--- config.mk ---
export PLATFORM = sky130hd
export DESIGN_NAME = pcon_queue
export DESIGN_NICKNAME = d
export VERILOG_FILES = /design/src/sv/pcon_pkg.sv /design/src/sv/pcon_queue.sv
export SDC_FILE = /design/constraint.sdc
export NUM_CORES = 1
export LEC_CHECK = 0
export ABC_CLOCK_PERIOD_IN_PS = 8200
export BUFFER_PORTS_ARGS = -buffer_cell sky130_fd_sc_hd__buf_2
export CAP_MARGIN = 10
export CORE_AREA = 5 5 208 169
export DETAILED_ROUTE_END_ITERATION = 8
export DIE_AREA = 0 0 213 174
export HOLD_SLACK_MARGIN = 0.1
export PLACE_DENSITY = 0.84
export SYNTH_ARGS = -nofsm -noshare
export SYNTH_HDL_FRONTEND = slang
export SYNTH_SLANG_ARGS = --single-unit
--- constraint.sdc ---
create_clock -name i_clk -period 8.2 [get_ports i_clk]
set_input_delay 1.23 -clock i_clk [delete_from_list [all_inputs] [get_ports i_clk]]
set_output_delay 1.23 -clock i_clk [all_outputs]
set_load 0.05 [all_outputs]
--- src/sv/pcon_pkg.sv ---
package pcon_pkg;

    // input word field widths
    localparam int IN_W = 20;

    // default stored coordinate width
    localparam int COORD_BITS_DEF = 21;

    // margin register
    localparam int MARGIN_W = 16;
    localparam logic [MARGIN_W-1:0] MARGIN_RST = 16'd192;

    // config bus
    localparam int PADDR_W = 3;
    localparam int PDATA_W = 32;
    localparam logic [PADDR_W-3:0] REG_MARGIN = 1'b0;

    // digit width of the iterative squared-distance multiplier
    localparam int DIGIT_W = 16;

    // edge job queue
    localparam int QUEUE_DEPTH = 4;

    typedef struct packed {
        logic clr;
        logic edge_en;
        logic emit;
    } t_job_ctl;

    typedef enum logic [2:0] {
        BK_IDLE,
        BK_PROD,
        BK_SUM,
        BK_ITER,
        BK_CMP,
        BK_EMIT
    } t_bk_state;

endpackage

--- src/sv/pcon_queue.sv ---
module pcon_queue #(
    parameter int W = 126
) (
    input  logic                 i_clk,
    input  logic                 i_rst_n,
    input  logic                 i_push,
    input  logic [W-1:0]         i_data,
    input  pcon_pkg::t_job_ctl   i_ctl,
    input  logic                 i_pop,
    output logic [W-1:0]         o_data,
    output pcon_pkg::t_job_ctl   o_ctl,
    output logic                 o_empty,
    output logic                 o_full
);
    localparam int DEPTH = pcon_pkg::QUEUE_DEPTH;
    localparam int PTR_W = $clog2(DEPTH);
    localparam int CNT_W = $clog2(DEPTH + 1);

    logic [W-1:0]       r_data [DEPTH];
    pcon_pkg::t_job_ctl r_ctl  [DEPTH];
    logic [PTR_W-1:0]   r_wr_ptr;
    logic [PTR_W-1:0]   r_rd_ptr;
    logic [CNT_W-1:0]   r_count;

    assign o_empty = (r_count == '0);
    assign o_full  = (r_count == CNT_W'(DEPTH));
    assign o_data  = r_data[r_rd_ptr];
    assign o_ctl   = r_ctl[r_rd_ptr];

    always_ff @(posedge i_clk) begin
        if (i_push) begin
            r_data[r_wr_ptr] <= i_data;
            r_ctl[r_wr_ptr]  <= i_ctl;
        end
    end

    always_ff @(posedge i_clk) begin
        if (!i_rst_n) begin
            r_wr_ptr <= '0;
            r_rd_ptr <= '0;
            r_count  <= '0;
        end else begin
            if (i_push) begin
                r_wr_ptr <= (r_wr_ptr == PTR_W'(DEPTH - 1)) ? '0 : r_wr_ptr + 1'b1;
            end
            if (i_pop) begin
                r_rd_ptr <= (r_rd_ptr == PTR_W'(DEPTH - 1)) ? '0 : r_rd_ptr + 1'b1;
            end
            if (i_push && !i_pop) begin
                r_count <= r_count + 1'b1;
            end else if (i_pop && !i_push) begin
                r_count <= r_count - 1'b1;
            end
        end
    end

    a_no_overflow: assert property (@(posedge i_clk) disable iff (!i_rst_n)
        i_push |-> (r_count != CNT_W'(DEPTH)) || i_pop)
        else $error("job queue overflow");

    a_no_underflow: assert property (@(posedge i_clk) disable iff (!i_rst_n)
        i_pop |-> r_count != '0)
        else $error("job queue underflow");

endmodule

==> results.md <==
- Outcome: completed
- Setup_tns: 0 ns
- Synth-to-layout area growth: 17.1%
- Commonest cells post-synth: edfxtp_1, mux4_2, buf_6
- Critical Path Fanout Max: 75
- Vias/cell: around 5.8
- Slew @ Worst Pin: around 1.1 ns
- Top post-synthesis cells by area: edfxtp_1, mux4_2, dfxtp_1
- Avg Cell Area, Syn: roughly 27 sq um
- Final min period: ~4.4 ns
- Post-CTS Hold Fix Bufs: 0
- # IOs: between 200 and 300
- Clock transition at path regs: around 0.07 ns
- Startpoint Class: flip-flop
- Pleak: between 0.007 and 0.008 uW
- Crit path capture type: output pin
- Synth Instances: 717
- First-pass GRT wire length: 56.1 mm
- Root Buffer: clkbuf_16
- Setup Fix Bufs, Post-CTS: 0
- Cts repair resizes: 0
- Chip height: between 150 and 200 um
- Kind of critical path: reg -> out
- Total CTS buffers: 48
- Number of synthesized flops with an enable pin: about 520
- Max clock buf depth: 3
- Synth Register Bits: between 500 and 600
- Worst slew margin: about a quarter
- Fin crit share: between 50% and 60%
- RSZ-0062 raised after global routing: false
- Final setup violation count: 0
- Most used standard cell by instance count after synthesis: edfxtp_1
- Max cap viols: 0
- Pre-CTS setup slack: about 4.3 ns
- Tot Pwr: just over 6000 uW
- Worst VDD drop: 0.000232 V
- Drc violations: 0
- Final Hold Violating Endpoints: 0
- Post-synth top area share: around 81%
- Final hold slack: between 0.5 and 0.6 ns
- Num rows: 60
- Initial drt markers: slightly above 800
- Nets: 1150
- CTS sink cnt: ~530
- Critical Path Slowest Stage Cell: buf_4
- RePlAce Congestion: a little under 0.7
- Vias in the first global route: between 9000 and 10000
- Initial Util: 57.6%
- Cell area power density: 272 mW/mm^2
- Multi-input logic area: between 0.003 and 0.004 sq mm
- Die Area: roughly 0.037 sq mm
- Wirelength per Cell: around 25 um
- Cell Area, Synth: roughly 0.019 sq mm
- FMAX: about 230 MHz
- Layout cells sized above 1: 45.6%
- Netlist cell types: 22
- # fillers: 2009
- Cell taking the most area after synthesis: edfxtp_1
- Post-Syn Nets: 857
- GRT overflow: 0
- Worst min path class: reg -> reg
- Final wirelength: roughly 38 mm
- CTS tree: built
- Slew Limit Fails: 0
- Yosys warnings: 0
- Worst-Skew Late Latency: 0.55 ns
- Initial antenna violation count: 9
- Post-route setup slack: between 3 and 4 ns
- Async set or reset register ratio after synthesis: 0%
- Sequential fraction of the synthesis area: between 80 and 90%
- Register Area: ~0.016 sq mm
- Slowest Stage Delay on Critical Path: just under 1 ns
- Layout Skew: roughly 0.019 ns
- Core area: roughly 0.033 sq mm
- DR pass1 iterations: 5
- Worst path required time: 6.97 ns
- Detail Route Antenna Nets: 0
- Number of port buffers: between 200 and 300
- H-tree levels: 2
- Die X: 213 um
- Via count: approximately 8600
- Critical path arrival: ~3.2 ns
- Total track usage: about 20%
- Pin count of the biggest net entering global routing: between 70 and 80
- Dpl hpwl: ~22 mm
- Synth Flop Type: edfxtp_1
- Critical path cell sequence: buf_4, mux4_2, buf_2
per-stage QoR:
| stage | std cells | cell area (sq um) | util, % |
|---|---|---|---|
| 6_report | 1481 | 22400 | 67.5 |
| 5_1_grt | 1479 | 22300 | 67.5 |
| 4_1_cts | 1479 | 22300 | 67.5 |
| 3_5_place_dp | 1394 | 20800 | 62.8 |
| 3_3_place_gp | 1394 | 20800 | 62.8 |
| 2_1_floorplan | 717 | 19100 | - |
state kept, by name, indices dropped and copies added, names as in the netlist, named ones only:
register / count
r_ctl: 12
r_count: 3
r_wr_ptr: 2
r_rd_ptr: 2
r_data: 504
metal layers:
layer  share of wire, %  vias to the layer above  track usage [%]
met5               0.27                        -                0
met4                1.9                       18             5.09
met3                9.4                       72             7.07
met2                 49                      307             31.1
met1                 39                     4485             28.1
li1                   -                     3691                -
placed cells by master (no fill, tap or decap), types with 2 or more instances in the layout:
master      synthesis  routed
and2_4              0       4
inv_1               4       4
clkinvlp_4          0       4
clkbuf_8            0       2
diode_2             0       2
clkinv_1            0       8
clkinv_2            0       8
dfxtp_4             0       2
clkbuf_1            3       6
bufinv_16           0       5
nor2b_1             5       5
buf_2              10     263
inv_6               0       2
buf_4               2       8
mux4_2            129     129
clkbuf_16           0      49
ha_1                6       6
nor3b_1             2       2
edfxtp_1          516     516
dfxtp_1             9       7
mux2i_1             4       4
worst max-delay path, delay by kind of cell, from the launching register on:
family / cells / cell delay [ns]
buf+inv: 2 / 1.27
flops: 1 / 0.91
mux: 1 / 0.42
path summary, 6_finish.rpt:
kind	from	slack (ns)	cells after the start	endpoint
max	flip-flop	3.76	3	o_data[102]
min	r_count[2]$_SDFFE_PN0P_	0.54	2	r_count[2]$_SDFFE_PN0P_
max reg2reg	r_wr_ptr[0]$_SDFFE_PN0P_	5.31	5	r_data[2][51]$_DFFE_PP_
min reg2reg	r_count[2]$_SDFFE_PN0P_	0.54	2	r_count[2]$_SDFFE_PN0P_
power breakdown:
part | total (uW) | switching (uW) | internal (uW)
Combinational | 741 | 527 | 214
Sequential | 3120 | 45.3 | 3080
Clock | 2210 | 938 | 1270
Total | 6070 | 1510 | 4560
kinds of logic after synthesis:
group                      count (synthesis)  synth area share (%)
AOI/OAI and AO/OA                          3                0.0918
adders and majority gates                  7                 0.498
muxes                                    133                  15.4
buffers and inverters                     32                  1.25
xor gates and xnor gates                   2                0.0918
and+or+nand+nor                           15                 0.485
DFF                                      525                  82.2
layout make-up:
type	count	area share, %
Timing Repair Buffer	271	6.16
Tap cell	434	2.43
Clock buffer	57	5.71
Multi-Input combinational cell	160	14.2
Antenna cell	2	0.0224
Inverter	4	0.0672
Sequential cell	525	70.2
Clock inverter	28	1.24
Power figures use the tool's default switching activity.
