--- src/sv/pcon_pkg.sv ---
package pcon_pkg;

    // input word field widths
    localparam int IN_W = 20;

    // default stored coordinate width
    localparam int COORD_BITS_DEF = 21;

    // margin register
    localparam int MARGIN_W = 16;
    localparam logic [MARGIN_W-1:0] MARGIN_RST = 16'd192;

    // config bus
    localparam int PADDR_W = 3;
    localparam int PDATA_W = 32;
    localparam logic [PADDR_W-3:0] REG_MARGIN = 1'b0;

    // digit width of the iterative squared-distance multiplier
    localparam int DIGIT_W = 16;

    // edge job queue
    localparam int QUEUE_DEPTH = 4;

    typedef struct packed {
        logic clr;
        logic edge_en;
        logic emit;
    } t_job_ctl;

    typedef enum logic [2:0] {
        BK_IDLE,
        BK_PROD,
        BK_SUM,
        BK_ITER,
        BK_CMP,
        BK_EMIT
    } t_bk_state;

endpackage

--- src/sv/pcon_if.sv ---
interface pcon_in_if;
    logic                              valid;
    logic                              ready;
    logic signed [pcon_pkg::IN_W-1:0]  query_x;
    logic signed [pcon_pkg::IN_W-1:0]  query_y;
    logic signed [pcon_pkg::IN_W-1:0]  vertex_x;
    logic signed [pcon_pkg::IN_W-1:0]  vertex_y;
    logic                              first_vertex;
    logic                              last_vertex;

    modport source (
        output valid, query_x, query_y, vertex_x, vertex_y, first_vertex, last_vertex,
        input  ready
    );
    modport sink (
        input  valid, query_x, query_y, vertex_x, vertex_y, first_vertex, last_vertex,
        output ready
    );
endinterface


--- src/sv/pcon_front.sv ---
module pcon_front #(
    parameter int COORD_BITS = pcon_pkg::COORD_BITS_DEF
) (
    input  logic                    i_clk,
    input  logic                    i_rst_n,
    pcon_in_if.sink                 i_vtx,
    input  logic                    i_q_full,
    output logic                    o_push,
    output pcon_pkg::t_job_ctl      o_ctl,
    output logic [6*COORD_BITS-1:0] o_data
);
    localparam int EW = (COORD_BITS > pcon_pkg::IN_W) ? COORD_BITS : pcon_pkg::IN_W;

    logic signed [EW-1:0]   vx_e, vy_e, qx_e, qy_e;
    logic [COORD_BITS-1:0]  vx, vy, qx, qy;
    logic                   accept;

    logic [COORD_BITS-1:0]  r_first_x, r_first_y;
    logic [COORD_BITS-1:0]  r_prev_x, r_prev_y;
    logic [COORD_BITS-1:0]  r_qx, r_qy;
    logic                   r_pend;

    // sign extend, then wrap to the stored width
    assign vx_e = EW'(i_vtx.vertex_x);
    assign vy_e = EW'(i_vtx.vertex_y);
    assign qx_e = EW'(i_vtx.query_x);
    assign qy_e = EW'(i_vtx.query_y);
    assign vx   = vx_e[COORD_BITS-1:0];
    assign vy   = vy_e[COORD_BITS-1:0];
    assign qx   = qx_e[COORD_BITS-1:0];
    assign qy   = qy_e[COORD_BITS-1:0];

    assign i_vtx.ready = !r_pend && !i_q_full;
    assign accept      = i_vtx.valid && i_vtx.ready;

    // job word: {ax, ay, bx, by, px, py}
    always_comb begin
        o_push = 1'b0;
        o_ctl  = '0;
        o_data = '0;
        if (r_pend) begin
            // closing edge back to the first vertex
            o_push        = !i_q_full;
            o_ctl.edge_en = 1'b1;
            o_ctl.emit    = 1'b1;
            o_data        = {r_prev_x, r_prev_y, r_first_x, r_first_y, r_qx, r_qy};
        end else if (accept) begin
            o_push = 1'b1;
            if (i_vtx.first_vertex) begin
                o_ctl.clr = 1'b1;
            end else begin
                o_ctl.edge_en = 1'b1;
                o_data        = {r_prev_x, r_prev_y, vx, vy, r_qx, r_qy};
            end
        end
    end

    always_ff @(posedge i_clk) begin
        if (!i_rst_n) begin
            r_first_x <= '0;
            r_first_y <= '0;
            r_prev_x  <= '0;
            r_prev_y  <= '0;
            r_qx      <= '0;
            r_qy      <= '0;
            r_pend    <= 1'b0;
        end else begin
            if (accept) begin
                r_prev_x <= vx;
                r_prev_y <= vy;
                r_pend   <= i_vtx.last_vertex;
                if (i_vtx.first_vertex) begin
                    r_first_x <= vx;
                    r_first_y <= vy;
                    r_qx      <= qx;
                    r_qy      <= qy;
                end
            end else if (r_pend && !i_q_full) begin
                r_pend <= 1'b0;
            end
        end
    end

endmodule

--- src/flat_wrapper.sv ---
// flat-port wrapper written by rule: the top's interface ports become plain ports
module pcon_front_flat 
#(
    parameter int COORD_BITS = pcon_pkg::COORD_BITS_DEF
)
  (i_clk, i_rst_n, i_q_full, o_push, o_ctl, o_data, i_vtx_valid, i_vtx_query_x, i_vtx_query_y, i_vtx_vertex_x, i_vtx_vertex_y, i_vtx_first_vertex, i_vtx_last_vertex, i_vtx_ready);
  pcon_in_if i_vtx_i ();
  input  logic i_clk;
  input  logic i_rst_n;
  input  logic i_q_full;
  output logic o_push;
  output pcon_pkg::t_job_ctl o_ctl;
  output logic [6*COORD_BITS-1:0] o_data;
  input wire logic [$bits(i_vtx_i.valid)-1:0] i_vtx_valid;
  input wire logic [$bits(i_vtx_i.query_x)-1:0] i_vtx_query_x;
  input wire logic [$bits(i_vtx_i.query_y)-1:0] i_vtx_query_y;
  input wire logic [$bits(i_vtx_i.vertex_x)-1:0] i_vtx_vertex_x;
  input wire logic [$bits(i_vtx_i.vertex_y)-1:0] i_vtx_vertex_y;
  input wire logic [$bits(i_vtx_i.first_vertex)-1:0] i_vtx_first_vertex;
  input wire logic [$bits(i_vtx_i.last_vertex)-1:0] i_vtx_last_vertex;
  output wire logic [$bits(i_vtx_i.ready)-1:0] i_vtx_ready;
  assign i_vtx_i.valid = i_vtx_valid;
  assign i_vtx_i.query_x = i_vtx_query_x;
  assign i_vtx_i.query_y = i_vtx_query_y;
  assign i_vtx_i.vertex_x = i_vtx_vertex_x;
  assign i_vtx_i.vertex_y = i_vtx_vertex_y;
  assign i_vtx_i.first_vertex = i_vtx_first_vertex;
  assign i_vtx_i.last_vertex = i_vtx_last_vertex;
  assign i_vtx_ready = i_vtx_i.ready;
  pcon_front #(.COORD_BITS(COORD_BITS)) u_core (.i_clk(i_clk), .i_rst_n(i_rst_n), .i_vtx(i_vtx_i), .i_q_full(i_q_full), .o_push(o_push), .o_ctl(o_ctl), .o_data(o_data));
endmodule
--- config.mk ---
export PLATFORM = sky130hd
export DESIGN_NAME = pcon_front_flat
export DESIGN_NICKNAME = d
export VERILOG_FILES = /design/src/sv/pcon_pkg.sv /design/src/sv/pcon_if.sv /design/src/sv/pcon_front.sv /design/src/flat_wrapper.sv
export SDC_FILE = /design/constraint.sdc
export NUM_CORES = 1
export LEC_CHECK = 0
export ABC_AREA = 1
export BUFFER_PORTS_ARGS = -buffer_cell sky130_fd_sc_hd__buf_4
export CAP_MARGIN = 20
export CORE_MARGIN = 8
export CORE_UTILIZATION = 45
export CTS_CLUSTER_DIAMETER = 60
export CTS_CLUSTER_SIZE = 16
export DETAILED_ROUTE_END_ITERATION = 8
export MAX_ROUTING_LAYER = met4
export PLACE_DENSITY_LB_ADDON = 0.1
export SYNTH_ARGS = -nofsm -noshare
export SYNTH_HDL_FRONTEND = slang
export SYNTH_SLANG_ARGS = --single-unit
--- constraint.sdc ---
create_clock -name i_clk -period 2.3 [get_ports i_clk]
set_clock_uncertainty 0.2 [all_clocks]
set_input_delay 0.575 -clock i_clk [delete_from_list [all_inputs] [get_ports i_clk]]
set_output_delay 0.575 -clock i_clk [all_outputs]
set_load 0.005 [all_outputs]
==> results of run 1 <==
-- metrics by stage --
stage	instances	setup TNS, ns	area [sq um]
finish	1456	-15.11	10120
detailed placement	1405	-1.993	8571
floorplan	1028	0	6545
global route	1456	-24.80	10120
CTS	1444	-9.795	9420
global placement	1405	-0.8065	8571
-- sequential cells by signal, summed over array words and instances, names as in the netlist --
| register | flops |
|---|---|
| u_core.r_qy | 20 |
| u_core.r_first_x | 20 |
| u_core.r_first_y | 20 |
| u_core.r_pend | 1 |
| u_core.r_prev_x | 20 |
| u_core.r_prev_y | 20 |
| u_core.r_qx | 20 |
-- final timing paths --
check | start | to | slack [ns]
setup / recovery | u_core.r_pend | o_data[31] | -0.20
hold / removal | i_vtx_last_vertex | u_core.r_pend | 0.22
setup reg to reg | u_core.r_pend | u_core.r_qy[7] | 0.37
hold reg to reg | u_core.r_prev_y[10] | u_core.r_prev_y[10] | 0.26
-- metal layers --
metal	wire length [um]	vias up	GRT usage, %
li1	-	3654	-
met1	9709	3380	29.08
met2	11430	283	38.14
met3	1735	23	5.910
met4	353	0	7.566
met5	0	-	-
-- cell usage after synthesis (all sizes together) --
library cell,count
a21boi,40
a21oi,81
buf,74
clkbuf,19
dfxtp,121
inv,244
nand2,204
nand3,43
nand4,80
nor2,81
o21ai,1
o22ai,40
-- worst reg2reg max path: stages, from the launching register on --
cell and delay [ns]:
sky130_fd_sc_hd__dfxtp_4 0.36, sky130_fd_sc_hd__nor2_4 0.19, sky130_fd_sc_hd__buf_6 0.17, sky130_fd_sc_hd__buf_16 0.14, sky130_fd_sc_hd__nand3_4 0.07, sky130_fd_sc_hd__buf_4 0.15
sky130_fd_sc_hd__buf_4 0.28, sky130_fd_sc_hd__nand2_1 0.13, sky130_fd_sc_hd__inv_1 0.05, sky130_fd_sc_hd__nor2_1 0.11
-- cells by family after synthesis --
| logic type | Yosys count |
|---|---|
| flops | 121 |
| simple gates | 408 |
| buf+inv | 337 |
| compound gates | 162 |
-- final cells by class --
cell class / instances / area, sq um
clock buffer: 24 / 501.7
clock inverter: 7 / 90.09
fill: 1227 / 4247
inverter: 244 / 917.1
multi-input combinational: 570 / 3351
sequential: 121 / 2426
tap: 184 / 230.2
timing repair buffer: 306 / 2606
-- power by group through the flow --
stage / clock, mW / combinational [mW] / sequential, mW
floorplan: 0 / 0.511 / 2.27
global placement: 0 / 0.889 / 2.28
detailed placement: 0 / 0.896 / 2.28
CTS: 2.71 / 0.965 / 2.24
global route: 2.81 / 1.18 / 2.25
finish: 2.69 / 1.08 / 2.24
-- what timing repair did --
item | in CTS | in global routing
pin swaps | 2 | 15
resized for setup | 39 | 117
gates cloned | 4 | 5
setup endpoints to repair | 129 | 129
setup buffers | 4 | 9
==> impl_results.rst, run 1 <==
.. list-table::
   :header-rows: 1

   * - Metric
     - Value
   * - Status
     - finished, violations left
   * - Failing checks
     - negative setup slack
   * - Part of the power in registers
     - 37.3%
   * - Global placer's final weighted congestion
     - 0.8159
   * - Crit path cell chain
     - nor2_4 > nand3_4 > buf_12 > clkbuf_16 > a21oi_2 > buf_4
   * - Reg2Reg Depth
     - 9
   * - Ant diodes
     - 0
   * - Commonest cells after routing, fill and taps aside
     - sky130_fd_sc_hd__buf_4 (271), sky130_fd_sc_hd__inv_1 (242), sky130_fd_sc_hd__nand2_1 (201)
   * - Area share of the largest cell type after synthesis
     - 37.01%
   * - Number of buffers created by CTS
     - 17
   * - Antenna viol nets, final
     - 0
   * - Post-synthesis sequential area ratio
     - 37.01%
   * - Maximum clock rate
     - 0.4001 GHz
   * - Summed instance area of the synthesized netlist
     - 0.006545 sq mm
   * - RSZ-0062 raised after global routing
     - true
   * - Number of sinks handled by clock tree synthesis
     - 121
   * - Critical path depth in cells
     - 6
   * - Pwr dens
     - 593.0 mW/mm^2
   * - Global-route wire length before repair
     - 34,580 um
   * - Portion of netlist area occupied by mux cells
     - 0%
   * - Crit-path max FO
     - 5
   * - Post-synthesis to final-layout area growth
     - 54.65%
   * - Basic-gate share of the synthesized area counting and, or, nand and nor cells
     - 27.55%
   * - Most common cell after layout, fill and taps aside
     - sky130_fd_sc_hd__buf_4
   * - Via density per instance
     - 5.041
   * - Core ar.
     - 0.01437 sq mm
   * - Count of state elements after synthesis
     - 121
   * - Overall via count from detail_route
     - 7,340
   * - Worst stage delay on the critical path
     - 0.36 ns
   * - Critical path data required time
     - 1.52 ns
   * - Clock network fraction of design power
     - 44.8%
   * - Signal arrival time at the worst endpoint
     - 1.72 ns
   * - IO buf count
     - 216
   * - HPWL after detailed placement
     - 14,190 um
   * - Total count of max-transition violations in the final report
     - 0
   * - Vert. Die Dim
     - 136.6 um
   * - Hold Path Class
     - input port to flip-flop
   * - Crit path time final
     - 2.499 ns
   * - CP max-delay cell
     - sky130_fd_sc_hd__dfxtp_4
   * - MaxCap Viol Count
     - 0
   * - Worst setup slack after layout
     - -0.1991 ns
   * - CP Launch Type
     - flip-flop
   * - Root buffer selected by CTS
     - sky130_fd_sc_hd__clkbuf_16
   * - Insertion delay of the later-clocked pin in the worst-skew pair
     - 0.42 ns
   * - Fraction of the mapped netlist area in compound gates
     - 14.68%
   * - GRT overflow
     - 0
   * - Count of yosys warnings during synthesis
     - 0
   * - Gate power share
     - 18.0%
   * - Pleak
     - 4.986 nW
   * - Maximum number of pins on one net before global-route repair
     - 59
   * - TritonCTS clock tree
     - yes
   * - Power Internal
     - 4.405 mW
   * - Type of the setup path with the least slack
     - flip-flop to output port
   * - Gate count after technology mapping
     - 1,028
   * - Post-synthesis net count
     - 1,114
   * - Syn avg cell area
     - 6.367 sq um
   * - DRT Pass-1 Iters
     - 5
   * - Worst vdd rail ir drop
     - 0.4799 mV
   * - Worst hold margin
     - 0.2213 ns
   * - DR iter-0 viols
     - 498
   * - Slew headroom
     - 66.26%
   * - Avg WL per Cell
     - 15.95 um
   * - Net Sw Power
     - 1.598 mW
   * - Unique cell type count in the Yosys netlist
     - 17
   * - Utilization of the core after routing
     - 70.45%
   * - Final wirelength
     - 23,220 um
   * - Worst path top cell family by delay
     - buffers and inverters
   * - Dominant combinational cell family by area after synthesis
     - simple AND/OR/NAND/NOR gates
   * - Global-route usage over all layers
     - 23.90%
   * - Cell types occupying the most area after synthesis
     - sky130_fd_sc_hd__dfxtp_1 (37%), sky130_fd_sc_hd__inv_1 (14%), sky130_fd_sc_hd__nand2_1 (12%)
   * - Worst path bufs/invs
     - 3
   * - Synth area leader
     - sky130_fd_sc_hd__dfxtp_1
   * - Clk pin slew, worst setup/hold paths
     - 0.05 ns
   * - Effective utilization at floorplan
     - 45.55%
   * - Die Outline Area
     - 0.01866 sq mm
   * - Number of global-route vias before repair
     - 6,848
   * - Slew at the pin closest to its max-slew limit
     - 0.5061 ns
   * - Final nets
     - 1,346
   * - Post-Synth XOR/XNOR Area
     - 0%
   * - Fraction of the cycle the final worst path needs
     - 108.7%
   * - DRC errors left
     - 0
   * - Bufs on Longest Clock Path
     - 2
   * - Total design power
     - 6.003 mW
   * - H-tree levels
     - 4
   * - CP endpoint kind
     - output port
   * - Die X
     - 136.6 um
   * - Std cell rows
     - 44
   * - Top-level I/O count
     - 217
   * - Pre-CTS WS
     - -0.09436 ns
   * - Count of cells along the worst hold path
     - 3
   * - Hold bufs inserted after CTS
     - 0
   * - Count of endpoints failing setup in the final report
     - 127
   * - Switching part of the total power
     - 26.62%
   * - Layout cell share with drive strength beyond 1
     - 33.96%
   * - Antenna violations before repair
     - 0
   * - Number of hold-slack violations in the final timing report
     - 0
   * - Adder-Cell Fraction of Synth Area
     - 0%
(Power assumes the default switching activity.)
==> run 2, diff against run 1 <==
- ABC_CLOCK_PERIOD_IN_PS: unset -> 2300
- REMOVE_ABC_BUFFERS: unset -> 1
==> run 2 against run 1 <==
Highest routed layer unchanged; power is 1.1% lower; sequential power about the same; global-route usage grew 0.94 points; utilization grew 1.1 points; sequential cell count did not move; sequential share of layout area is 0.36 points lower; the flow still finishes with violations (negative setup slack); register-to-register slack got worse by 0.11 ns; final cell count is 0.55% lower.
==> impl_results.rst, run 2 (synthesis gave the netlist of run 1 again) <==
.. list-table::
   :header-rows: 1

   * - Metric
     - Value
   * - DR iter-0 viols
     - 613 (+23%)
   * - Crit path time final
     - 2.436 ns (-0.06304 ns)
   * - Most common cell after layout, fill and taps aside
     - sky130_fd_sc_hd__buf_4
   * - Maximum clock rate
     - 0.4105 GHz (+2.6%)
   * - Status
     - finished, violations left
   * - GRT overflow
     - 0 (unchanged)
   * - Net Sw Power
     - 1.610 mW (+0.78%)
   * - HPWL after detailed placement
     - 12,890 um (-9.1%)
   * - Number of hold-slack violations in the final timing report
     - 0 (unchanged)
   * - Insertion delay of the later-clocked pin in the worst-skew pair
     - 0.41 ns (about the same)
   * - CP max-delay cell
     - sky130_fd_sc_hd__dfxtp_4
   * - Global placer's final weighted congestion
     - 0.7718 (-5.4%)
   * - Ant diodes
     - 0 (unchanged)
   * - Core ar.
     - 0.01437 sq mm (unchanged)
   * - Pre-CTS WS
     - -0.1109 ns (-0.01657 ns)
   * - Overall via count from detail_route
     - 7,386 (+0.63%)
   * - Maximum number of pins on one net before global-route repair
     - 81 (+37%)
   * - Number of buffers created by CTS
     - 17 (unchanged)
   * - DRC errors left
     - 0 (unchanged)
   * - Final nets
     - 1,337 (-0.67%)
   * - Failing checks
     - negative setup slack
   * - Antenna viol nets, final
     - 0 (unchanged)
   * - H-tree levels
     - 4 (unchanged)
   * - Pleak
     - 5.043 nW (+1.1%)
   * - Summed area of non-filler cells in the final layout
     - 0.01028 sq mm (+1.5%)
   * - Crit-path max FO
     - 19 (+14)
   * - Gate power share
     - 19.1% (+1.1 points)
   * - Global-route wire length before repair
     - 35,710 um (+3.3%)
   * - Post-synthesis to final-layout area growth
     - 57.03%
   * - Worst path bufs/invs
     - 3 (unchanged)
   * - Fraction of the cycle the final worst path needs
     - 105.9% (-2.7 points)
   * - CP endpoint kind
     - output port
   * - Clock network fraction of design power
     - 43.2% (-1.6 points)
   * - Switching part of the total power
     - 27.13% (+0.52 points)
   * - Global-route usage over all layers
     - 24.84% (+0.94 points)
   * - Number of global-route vias before repair
     - 6,887 (+0.57%)
   * - Commonest cells after routing, fill and taps aside
     - sky130_fd_sc_hd__buf_4 (250), sky130_fd_sc_hd__inv_1 (243), sky130_fd_sc_hd__nand2_1 (202)
   * - Vert. Die Dim
     - 136.6 um (unchanged)
   * - Utilization of the core after routing
     - 71.53% (+1.1 points)
   * - Cell Area, Placed
     - 0.008528 sq mm (-0.50%)
   * - Worst vdd rail ir drop
     - 0.4084 mV (-15%)
   * - MaxCap Viol Count
     - 0 (unchanged)
   * - Worst stage delay on the critical path
     - 0.35 ns (about the same)
   * - Hold bufs inserted after CTS
     - 0 (unchanged)
   * - Worst hold margin
     - 0.2312 ns (+0.009900 ns)
   * - Clk pin slew, worst setup/hold paths
     - 0.05 ns (about the same)
   * - Worst setup slack after layout
     - -0.1360 ns (+0.06304 ns)
   * - Power Internal
     - 4.324 mW (-1.8%)
   * - Type of the setup path with the least slack
     - flip-flop to output port
   * - Root buffer selected by CTS
     - sky130_fd_sc_hd__clkbuf_16
   * - Effective utilization at floorplan
     - 45.55% (unchanged)
   * - Signal arrival time at the worst endpoint
     - 1.66 ns (-0.06 ns)
   * - Slew headroom
     - 55.01% (-11 points)
   * - Bufs on Longest Clock Path
     - 2 (unchanged)
   * - TritonCTS clock tree
     - yes
   * - Layout cell share with drive strength beyond 1
     - 34.65% (+0.69 points)
   * - Worst path top cell family by delay
     - buffers and inverters
   * - DRT Pass-1 Iters
     - 6 (+1)
   * - IO buf count
     - 216 (unchanged)
   * - CP Launch Type
     - flip-flop
   * - Part of the power in registers
     - 37.8% (+0.5 points)
   * - Die X
     - 136.6 um (unchanged)
   * - Critical path data required time
     - 1.52 ns (about the same)
   * - RSZ-0062 raised after global routing
     - true
   * - Pwr dens
     - 577.4 mW/mm^2 (-2.6%)
   * - Hold Path Class
     - input port to flip-flop
   * - Via density per instance
     - 5.101 (+1.2%)
   * - Sum of negative setup slack
     - -10.49 ns (+4.625 ns)
   * - Crit path cell chain
     - nor2_4 > buf_6 > buf_12 > nand3_1 > o22ai_1 > buf_4
   * - Avg WL per Cell
     - 16.85 um (+5.7%)
   * - Antenna violations before repair
     - 0 (unchanged)
   * - Die Outline Area
     - 0.01866 sq mm (unchanged)
   * - Std cell rows
     - 44 (unchanged)
   * - Total count of max-transition violations in the final report
     - 0 (unchanged)
   * - Final wirelength
     - 24,400 um (+5.1%)
   * - Count of endpoints failing setup in the final report
     - 128 (+0.79%)
   * - Slew at the pin closest to its max-slew limit
     - 0.6748 ns (+0.1687 ns)
   * - Number of sinks handled by clock tree synthesis
     - 121 (unchanged)
   * - Top-level I/O count
     - 217 (unchanged)
run 2: cell types whose count changed in the layout (fill, tap and decap cells not counted), moves of 3 or more:
| cell | change |
|---|---|
| sky130_fd_sc_hd__a21boi_1 | -12 |
| sky130_fd_sc_hd__a21boi_2 | +23 |
| sky130_fd_sc_hd__a21oi_1 | -10 |
| sky130_fd_sc_hd__o22ai_1 | +14 |
| sky130_fd_sc_hd__buf_4 | -21 |
| sky130_fd_sc_hd__clkinv_2 | +4 |
| sky130_fd_sc_hd__a21oi_4 | +3 |
| sky130_fd_sc_hd__a21boi_0 | -12 |
| sky130_fd_sc_hd__nand3_4 | -6 |
| sky130_fd_sc_hd__buf_12 | +3 |
| sky130_fd_sc_hd__o22ai_2 | -15 |
| sky130_fd_sc_hd__nand3_1 | +5 |
| sky130_fd_sc_hd__buf_16 | +9 |
| sky130_fd_sc_hd__a21oi_2 | +7 |
run 2: path summary, 6_finish.rpt:
path | from | endpoint | slack (ns) | cells past startpoint
setup / recovery | u_core.r_pend | o_data[66] | -0.14 | 6
hold / removal | i_vtx_last_vertex | u_core.r_pend | 0.23 | 3
hold reg to reg | u_core.r_prev_y[15] | u_core.r_prev_y[15] | 0.26 | 2
setup reg to reg | u_core.r_pend | u_core.r_qx[5] | 0.26 | 9
run 2: cell type report:
class,count,area (sq um)
clock buffers,23,498.0
clock inverters,9,70.07
fillers,1200,4091
inverters,244,928.4
multi-input cells,570,3351
flip-flops and latches,121,2426
well taps,184,230.2
repair buffers,297,2774
run 2: repair_timing:
action / in CTS / in global routing
gates cloned: 11 / 6
setup endpoints to repair: 129 / 130
setup buffers: 8 / 7
pin swaps: 13 / 15
resized for setup: 120 / 58
run 2: metal layers:
layer | wire (um) | global-route usage [%] | vias to the layer above
met5 | 0 | - | -
met4 | 411 | 7.444 | 0
met3 | 1997 | 5.250 | 31
met2 | 11410 | 38.38 | 304
met1 | 10580 | 31.95 | 3399
li1 | - | - | 3652
run 2: power groups by stage:
| stage | combinational [mW] | clock (mW) | sequential [mW] |
|---|---|---|---|
| CTS | 1.05 | 2.59 | 2.24 |
| finish | 1.13 | 2.56 | 2.24 |
| detailed placement | 0.895 | 0 | 2.28 |
| global route | 1.22 | 2.68 | 2.25 |
| floorplan | 0.413 | 0 | 2.27 |
| global placement | 0.889 | 0 | 2.28 |
run 2: through the flow:
step / cells / total power, mW
after CTS: 1438 / 5.882
after detailed placement: 1387 / 3.178
final: 1448 / 5.934
after floorplan: 935 / 2.685
after global routing: 1448 / 6.157
after global placement: 1387 / 3.171
run 2: worst min-delay path: stages:
cell and delay (ns):
sky130_fd_sc_hd__buf_4 0.11, sky130_fd_sc_hd__nand3_1 0.07, sky130_fd_sc_hd__a21oi_1 0.05
